File: src/design/skt_pkg.sv
// shared types and constants for the sorted key table
// no dependencies; imported by every module of the block
package skt_pkg;

	localparam int KEY_W        = 32;
	localparam int SLOT_W       = 7;
	localparam int OUT_TDATA_W  = 16;
	localparam int DEF_CAPACITY = 64;

	localparam logic KIND_LOOKUP = 1'b0;
	localparam logic KIND_INSERT = 1'b1;

	typedef enum logic [1:0] {
		STAT_OK     = 2'd0,
		STAT_ABSENT = 2'd1,
		STAT_DUP    = 2'd2,
		STAT_FULL   = 2'd3
	} status_t;

	typedef enum logic [1:0] {
		S_IDLE,
		S_CMP,
		S_SRCH,
		S_DONE
	} state_t;

	// broadcast controls from the sequencer to every cell
	typedef struct packed {
		logic cmp_en;
		logic shift_en;
	} cell_ctrl_t;

endpackage

File: src/design/skt_cell.sv
// one slot of the sorted key chain: holds a key, compares it to the request
// and takes its left neighbor's key on an insert; uses skt_pkg
module skt_cell import skt_pkg::*; #(
	parameter int IDX   = 0,
	parameter int CNT_W = 7
) (
	input  logic                    clk,
	input  cell_ctrl_t              ctrl,
	input  logic signed [KEY_W-1:0] want,
	input  logic [CNT_W-1:0]        count,
	input  logic signed [KEY_W-1:0] left_key,
	input  logic                    left_lt,
	output logic signed [KEY_W-1:0] key,
	output logic                    lt,
	output logic                    eq
);

	logic signed [KEY_W-1:0] key_q;
	logic                    lt_q;
	logic                    eq_q;
	logic                    valid;

	assign valid = CNT_W'(IDX) < count;

	always_ff @(posedge clk) begin
		if (ctrl.cmp_en) begin
			lt_q <= valid && (key_q < want);
			eq_q <= valid && (key_q == want);
		end
		// cells at and above the insertion slot move up; the boundary cell takes the new key
		if (ctrl.shift_en && !lt_q) begin
			key_q <= left_lt ? want : left_key;
		end
	end

	assign key = key_q;
	assign lt  = lt_q;
	assign eq  = eq_q;

endmodule

File: config.mk
export PLATFORM = sky130hd
export DESIGN_NAME = skt_cell
export DESIGN_NICKNAME = d
export VERILOG_FILES = /design/src/design/skt_pkg.sv /design/src/design/skt_cell.sv
export SDC_FILE = /design/constraint.sdc
export NUM_CORES = 1
export LEC_CHECK = 0
export BUFFER_PORTS_ARGS = -buffer_cell sky130_fd_sc_hd__buf_2
export CAP_MARGIN = 5
export CORE_MARGIN = 2
export CORE_UTILIZATION = 50
export DETAILED_ROUTE_END_ITERATION = 8
export GPL_TIMING_DRIVEN = 0
export PLACE_DENSITY = 0.86
export SLEW_MARGIN = 20
export SYNTH_ARGS = -nofsm -noshare
export SYNTH_HDL_FRONTEND = slang
export SYNTH_SLANG_ARGS = --single-unit
export TNS_END_PERCENT = 30
File: constraint.sdc
create_clock -name clk -period 5.3 [get_ports clk]
set_input_delay 0 -clock clk [delete_from_list [all_inputs] [get_ports clk]]
set_output_delay 0 -clock clk [all_outputs]
set_load 0.1 [all_outputs]
# After elaboration in Yosys (flattened, before gate mapping)
# Cells that the tools add are included.
[totals]
register_bits = 34
output_inout_bits = 34
wordCells = 11
[op_classes]
magnitude_cmp = 2
n_eq_ne = 1
mux = 1
n_reduce_logical = 4
[ops]
columns = ["cell", "count"]
rows = [
  ["== test 32 bit", 1],
  ["< comparator 32 bit", 1],
  ["2-to-1 mux 32 bit", 1],
  ["< comparator 1 x 7 -> 1 bit (first input constant)", 1],
  ["logical AND 1 bit", 3],
  ["logical NOT 1 bit", 1],
]

# Logic depth before layout (Yosys ltp)
# Gate-level depths: netlist of run 1.
[depth]
word_depth = 2
depth_mapped = 7

# Worst setup path after synthesis of run 1
# No wires, ideal clock.
[synth_timing]
kind = "reg2reg"
startpoint = "reg lt_q, in the netlist lt"
endpoint = "reg key_q[0], in the netlist key[0] (enable)"
arrival_ps = 2372
t_required_ps = 4876
setup_slack_ps = 2503
stages_incl_launch_ff = 2
n_path_buf = 0
period_less_slack_ps = 2797
cell_sequence = "edfxtp_1 > nor2b_1"
[synth_via]
elab_chain_cells = 2
[synth_rtl]
columns = ["item", "line_no", "rtl"]
rows = [
  ["start, declared", "skt_cell.sv:19", "logic lt_q;"],
  ["start signal, assigned", "skt_cell.sv:27", "lt_q <= valid && (key_q < want);"],
  ["logical NOT 1 bit", "skt_cell.sv:31", "if (ctrl.shift_en && !lt_q) begin"],
  ["logical AND 1 bit", "skt_cell.sv:31", ""],
  ["end signal, assigned", "skt_cell.sv:32", "key_q <= left_lt ? want : left_key;"],
  ["end, declared", "skt_cell.sv:18", "logic signed [KEY_W-1:0] key_q;"],
]
# No other way between the ends.
# A chain may end at the register's enable or synchronous reset.

# Final worst setup path of run 1
[layout_timing]
startpoint = "reg key_q[1], in the netlist key[1]"
endpoint = "reg lt_q, in the netlist lt, data pin"
[layout_via]
elab_chain_cells = 2
[layout_rtl]
columns = ["item", "line_no"]
rows = [
  ["< comparator 32 bit", "skt_cell.sv:27"],
  ["logical AND 1 bit", "skt_cell.sv:27"],
]
# No other way between the ends.

==> run_results.csv, run 1 <==
group,metric,value,unit
layout,antenna-diode-count,0,
timing,hold_viol,0,
power,switchingPower,300,µW
setup_path,worstSetupEndpointType,"flop",
power,switching_share,37.8,%
timing,hold-worst-slack,4.77,ps
clock_tree,numCtsBuffers,5,
synthesis,synth_seq_cells,34,
setup_path,crit_family,"compound AO/OA/AOI/OAI gates",
clock_tree,cts_resized,0,
outcome,status,"finished, final reports clean",
global_route,grt_pass1_vias,1878,
power,peakVddDrop,0.146,mV
run,maxCapViolCount,0,
routing,drc,0,
timing,slew_violations,0,
global_route,antenna_found_initial,0,
placed_design,gp_congestion,0.756,
floorplan,rows,24,
power,clockPowerShare,23.1,%
layout,drive_above_1_share,45.5,%
routing,viasPerCell,5.05,
timing,setup_slack,3450,ps
floorplan,ios,109,
floorplan,initial_core_util,52.0,%
timing,max_freq,0.539,GHz
timing,worst_slew_pin_slew,505,ps
power,p_per_area,261,mW/mm²
global_route,grt_max_degree,21,
placed_design,dp_hpwl,4100,µm
setup_path,r2r_setup_slack,3450,ps
setup_path,slowest_delay,390,ps
synthesis,synth_top_area_share,45.1,%
synthesis,syn_inst,190,
layout,nNetsFinal,418,
clock_tree,clock_latency,280,ps
floorplan,coreArea,0.00435,mm²
placed_design,dp_slack,3450,ps
routing,vias,1839,
global_route,track_usage,20.8,%
timing,rsz0062_at_grt,"no",
setup_path,critPathSlowestCell,"edfxtp_1",
synthesis,synthDistinctLibCells,28,
power,power,795,µW
setup_path,path_class,"flop to flop",
setup_path,start_kind,"flop",
clock_tree,cts_tree,"yes",
timing,min_period,1850,ps
routing,drt_iter0_drc,62,
timing,finalSetupTns,0,ps
synthesis,syn_area,0.00226,mm²
clock_tree,clk_pin_slew_worst_paths,70,ps
setup_path,cp_cell_sequence,"ha_1, nor2b_1, o211ai_1, a2111o_1, a31oi_2, mux2i_1",
placed_design,portBuffers,107,
clock_tree,cts.path.max_buffers,2,
timing,setup_viol,0,
global_route,grt_pass1_wl,8250,µm
synthesis,ys_seq_area_share,45.1,%
routing,wirelength,4970,µm
floorplan,dieHeight,71.3,µm
timing,finalClockSkew,4.35,ps
layout,nFillCells,356,
setup_path,cp_data_required_time,5330,ps
layout,fin_util,69.8,%
power,seq_power_share,41.6,%
routing,ant_nets,0,
global_route,grt_overflow,0,
setup_path,arrival,1880,ps
routing,routedWlPerCell,13.7,µm
floorplan,fp.dieW,71.3,µm
synthesis,synth_area_leaders,"edfxtp_1 (45%), ha_1 (18%), mux2_2 (11%), inv_1 (5.3%), mux2_1 (5.0%)",
floorplan,die_area,0.00508,mm²
routing,drt-pass1-iter-count,4,
setup_path,path_buf_inv,0,
clock_tree,htree_levels,2,
setup_path,path_max_fanout,2,
synthesis,synth_nets,297,
timing,min_period_over_period,35.0,%
power,pwr-share-comb,35.2,%
synthesis,yosysTopAreaCell,"edfxtp_1",
synthesis,syn_area_per_cell,11.9,µm²
power,p_leak,1.49,nW
clock_tree,clock-sinks,34,
layout,syn_to_final_growth,34.3,%
timing,slew_headroom,66.5,%
clock_tree,cts-root-buf,"clkbuf_8",
synthesis,yosys_warnings,0,
power,p_int,494,µW
hold_path,hold_path.class,"input pin to flop",
-- routing by layer --
metal	vias up	track usage (%)	part of all wire [%]
li1	936	-	-
met1	837	24.9	41
met2	61	36.7	51
met3	5	4.36	6.4
met4	0	7.76	1.3
met5	-	0	0
-- registers in the layout (all words and copies together) (netlist names) --
| name | cells |
|---|---|
| eq | 1 |
| key | 32 |
| lt | 1 |
-- kinds of logic after synthesis --
family	Yosys count	share of synthesized area, %
flip-flops	34	45.1
multiplexers	33	16.4
buffers and inverters	36	6.14
AND/OR/NAND/NOR	29	7.79
adder cells (fa/ha/maj)	32	17.7
AO/OA/AOI/OAI	26	6.91
-- path summary, 6_finish.rpt --
kind               startpoint  endpoint  cells after the start
setup / recovery       key[1]        lt                      6
hold / removal    left_key[3]    key[3]                      2
setup reg to reg       key[1]        lt                      6
hold reg to reg            lt    key[4]                      1
-- Yosys cell counts --
master,number
a2111o_1,1
a211oi_1,2
a21o_1,1
a21oi_1,13
a31oi_2,1
and4_1,3
and4b_1,1
and4bb_1,1
buf_2,3
clkbuf_1,1
edfxtp_1,34
ha_1,32
inv_1,32
mux2_1,10
mux2_2,22
mux2i_1,1
nand2_1,8
nand2b_1,2
nand4_1,5
nand4_2,1
nor2_1,3
nor2b_1,3
nor3_1,1
nor4_1,1
o211ai_1,1
o21ai_0,3
o21ai_1,3
o31ai_1,1
-- repair_timing --
action / CTS / global route
buffers inserted: 0 / 0
hold buffers: 6 / 0
setup endpoints to repair: 0 / 0
endpoints found under the hold margin: 7 / 0
-- per-stage QoR --
stage	cells	instance area, µm²
3_5_place_dp	350	2900
4_1_cts	364	3040
3_3_place_gp	349	2860
5_1_grt	364	3040
2_1_floorplan	190	2260
6_report	364	3040
-- power groups by stage --
stage | registers (mW) | logic, mW | clock network [mW]
after CTS | 0.331 | 0.283 | 0.190
after detailed placement | 0.337 | 0.278 | 0
final | 0.331 | 0.280 | 0.184
after global routing | 0.334 | 0.302 | 0.196
after floorplan | 0.466 | 0.0790 | 0
after global placement | 0.337 | 0.267 | 0
-- worst reg2reg max path, stage by stage, from the launching register on --
cell and delay [ps]:
edfxtp_1 390, ha_1 300, nor2b_1 140, o211ai_1 100
a2111o_1 390, a31oi_2 190, mux2i_1 90
-- layout make-up --
cell class                      count  area [µm²]  share of cell area [%]
Buffer                              4        18.8                   0.617
Clock buffer                        6        72.6                    2.39
Clock inverter                      2        8.76                   0.288
Inverter                           32         120                    3.95
Multi-Input combinational cell    120        1110                    36.5
Sequential cell                    34        1020                    33.6
Tap cell                           52        65.1                    2.14
Timing Repair Buffer              114         623                    20.5
-- layout by cell type (no fill, tap or decap) --
master	count
clkbuf_8	5
and4bb_1	1
mux2_1	10
clkbuf_1	2
mux2i_1	1
nand4_2	1
o21ai_0	3
o21ai_1	3
clkinv_1	1
inv_1	32
nor3_1	1
o211ai_1	1
buf_16	1
a31oi_2	1
mux2_2	22
and4_1	3
a21o_1	1
nand2_1	8
and4b_1	1
a2111o_1	1
nor4_1	1
nor2b_1	2
a21oi_1	13
nor2b_4	1
nor2_1	3
nand4_1	5
dlygate4sd3_1	6
o31ai_1	1
nand2b_1	2
edfxtp_1	34
ha_1	32
a211oi_1	2
buf_2	110
clkinv_2	1
(Power assumes the default switching activity.)
==> run 2, diff against run 1 <==
--- a/config.mk
+++ b/config.mk
@@ -8,10 +8,10 @@
 export BUFFER_PORTS_ARGS = -buffer_cell sky130_fd_sc_hd__buf_2
 export CAP_MARGIN = 5
 export CORE_MARGIN = 2
-export CORE_UTILIZATION = 50
+export CORE_UTILIZATION = 47
 export DETAILED_ROUTE_END_ITERATION = 8
 export GPL_TIMING_DRIVEN = 0
-export PLACE_DENSITY = 0.86
+export PLACE_DENSITY = 0.81
 export SLEW_MARGIN = 20
 export SYNTH_ARGS = -nofsm -noshare
 export SYNTH_HDL_FRONTEND = slang
==> constraint.sdc (replaced) <==
create_clock -name clk -period 1.8 [get_ports clk]
set_input_delay 0 -clock clk [delete_from_list [all_inputs] [get_ports clk]]
set_output_delay 0 -clock clk [all_outputs]
set_load 0.1 [all_outputs]
==> run 2 against run 1 <==
- combinational power rose to 2.9 times the previous value
- die area up 6.0%
- clock skew up 5.2 ps
- clock power rose to 3.0 times the previous value
- via count down 0.11%
- register-to-register slack worse by 3500 ps
- the flow now finishes with violations (setup timing)
- global-route usage down 1.8 points
- critical path depth unchanged
- highest routed layer unchanged
- utilization down 4.8 points
- routed wire length up 0.76%
- critical endpoint unchanged
- total power rose to 3.0 times the previous value
- worst setup slack worse by 3500 ps
==> run_results.csv, run 2 (synthesized netlist as in run 1, its figures left out) <==
group,metric,value,unit
routing,drt-pass1-iter-count,4,
layout,antenna-diode-count,0,
timing,min_period_over_period,101,%
timing,slew_headroom,36.5,%
floorplan,coreArea,0.00469,mm²
routing,ant_nets,0,
hold_path,worstHoldStart,"left_key[25]",
setup_path,arrival,1950,ps
setup_path,reg2reg_depth,6,
layout,layout_commonest_cell,"buf_2",
routing,drt_iter0_drc,56,
layout,final_area,0.00305,mm²
clock_tree,numCtsBuffers,5,
floorplan,rows,25,
placed_design,dp.cells,351,
clock_tree,clock_latency,290,ps
clock_tree,cts_tree,"yes",
power,power,2.35,mW
placed_design,placed_cell_area,0.00287,mm²
placed_design,portBuffers,107,
global_route,antenna_found_initial,0,
global_route,grt_overflow,0,
timing,max_freq,0.550,GHz
layout,final_cell_mix,"buf_2 (110), edfxtp_1 (34), inv_1 (32), ha_1 (32), mux2_2 (22)",
placed_design,gp_congestion,0.718,
floorplan,die_area,0.00539,mm²
hold_path,hold_path_end,"key[25]",
global_route,grt_pass1_vias,1825,
layout,syn_to_final_growth,34.7,%
timing,min_period,1820,ps
timing,finalSetupTns,-16.9,ps
floorplan,initial_core_util,48.2,%
routing,drc,0,
setup_path,path_max_fanout,2,
global_route,grt_max_degree,33,
clock_tree,clk_pin_slew_worst_paths,70,ps
timing,setup_viol,1,
clock_tree,clock-sinks,34,
outcome,status,"finished with violations",
floorplan,dieHeight,73.4,µm
routing,routedWlPerCell,13.6,µm
routing,viasPerCell,4.99,
layout,nNetsFinal,420,
placed_design,dp_slack,-1.94,ps
setup_path,cp_data_required_time,1940,ps
setup_path,path_class,"flop to flop",
layout,largest_reg_flops,32,
power,p_per_area,769,mW/mm²
setup_path,start_kind,"flop",
clock_tree,cts.path.max_buffers,2,
setup_path,worstSetupEndpointType,"flop",
layout,drive_above_1_share,45.2,%
timing,finalClockSkew,9.59,ps
hold_path,hold_path.class,"input pin to flop",
clock_tree,cts_resized,0,
setup_path,r2r-end,"lt",
clock_tree,htree_levels,2,
run,maxCapViolCount,0,
timing,setup_slack,-16.9,ps
power,peakVddDrop,0.455,mV
clock_tree,cts-root-buf,"clkbuf_8",
timing,hold_viol,0,
floorplan,fp.dieW,73.4,µm
timing,slew_violations,0,
setup_path,rr_startpoint,"key[1]",
power,p_leak,1.49,nW
global_route,grt_pass1_wl,7720,µm
routing,wirelength,5010,µm
outcome,violations,"setup timing",
placed_design,dp_hpwl,3990,µm
global_route,track_usage,19.0,%
floorplan,ios,109,
timing,hold-worst-slack,10.8,ps
layout,final_cells,368,
timing,rsz0062_at_grt,"yes",
routing,vias,1837,
layout,fin_util,65.0,%
timing,worst_slew_pin_slew,951,ps
clock_tree,postCtsSetupBuffers,0,
setup_path,r2r_setup_slack,-20,ps
hold_path,holdPathStages,2,
[run 2: changes by cell type in the layout (fill, tap and decap cells not counted), sizes merged]
cell	before	now
dlygate4sd3	6	9
buf	111	110
clkbuf	7	6
clkinvlp	0	1
[run 2: what timing repair did]
item | in CTS | in global routing
hold buffers | 8 | 1
setup endpoints to repair | 1 | 1
pin swaps | 1 | 0
hold endpoints to repair | 9 | 1
[run 2: how the worst max path moves through the flow]
stage / start / to / slack, ps
finish: key[1] / lt / -20
detailed placement: key[1] / lt / -2
global placement: key[1] / lt / 20
CTS: key[1] / lt / -30
floorplan: key[1] / lt / -490
global route: key[1] / lt / -130
[run 2: power by group]
part | total, mW | leakage (nW) | switching (mW) | internal (mW)
Clock | 0.552 | 0.0416 | 0.287 | 0.265
Sequential | 0.975 | 0.323 | 0.0280 | 0.947
Combinational | 0.818 | 1.13 | 0.579 | 0.239
Total | 2.35 | 1.49 | 0.894 | 1.45
[run 2: worst max-delay path: stages, from the launching register on]
cell	delay [ps]
edfxtp_1	380
ha_1	300
nor2b_1	150
o211ai_1	100
a2111o_1	380
a31oi_2	150
mux2i_1	200
[run 2: cell type report]
| cell class | count | area (µm²) |
|---|---|---|
| multi-input combinational | 120 | 1110 |
| timing repair buffer | 116 | 626 |
| fill | 414 | 1640 |
| tap | 54 | 67.6 |
| inverter | 32 | 120 |
| buffer | 4 | 18.8 |
| sequential | 34 | 1020 |
| clock buffer | 5 | 68.8 |
| clock inverter | 3 | 16.3 |
[run 2: layer usage]
| metal | up-vias | global-route usage, % | part of all wire, % |
|---|---|---|---|
| met5 | - | 0 | 0 |
| met4 | 0 | 6.26 | 1.3 |
| met3 | 8 | 5.62 | 5.5 |
| met2 | 59 | 35.1 | 53 |
| met1 | 826 | 20.6 | 41 |
| li1 | 944 | - | - |
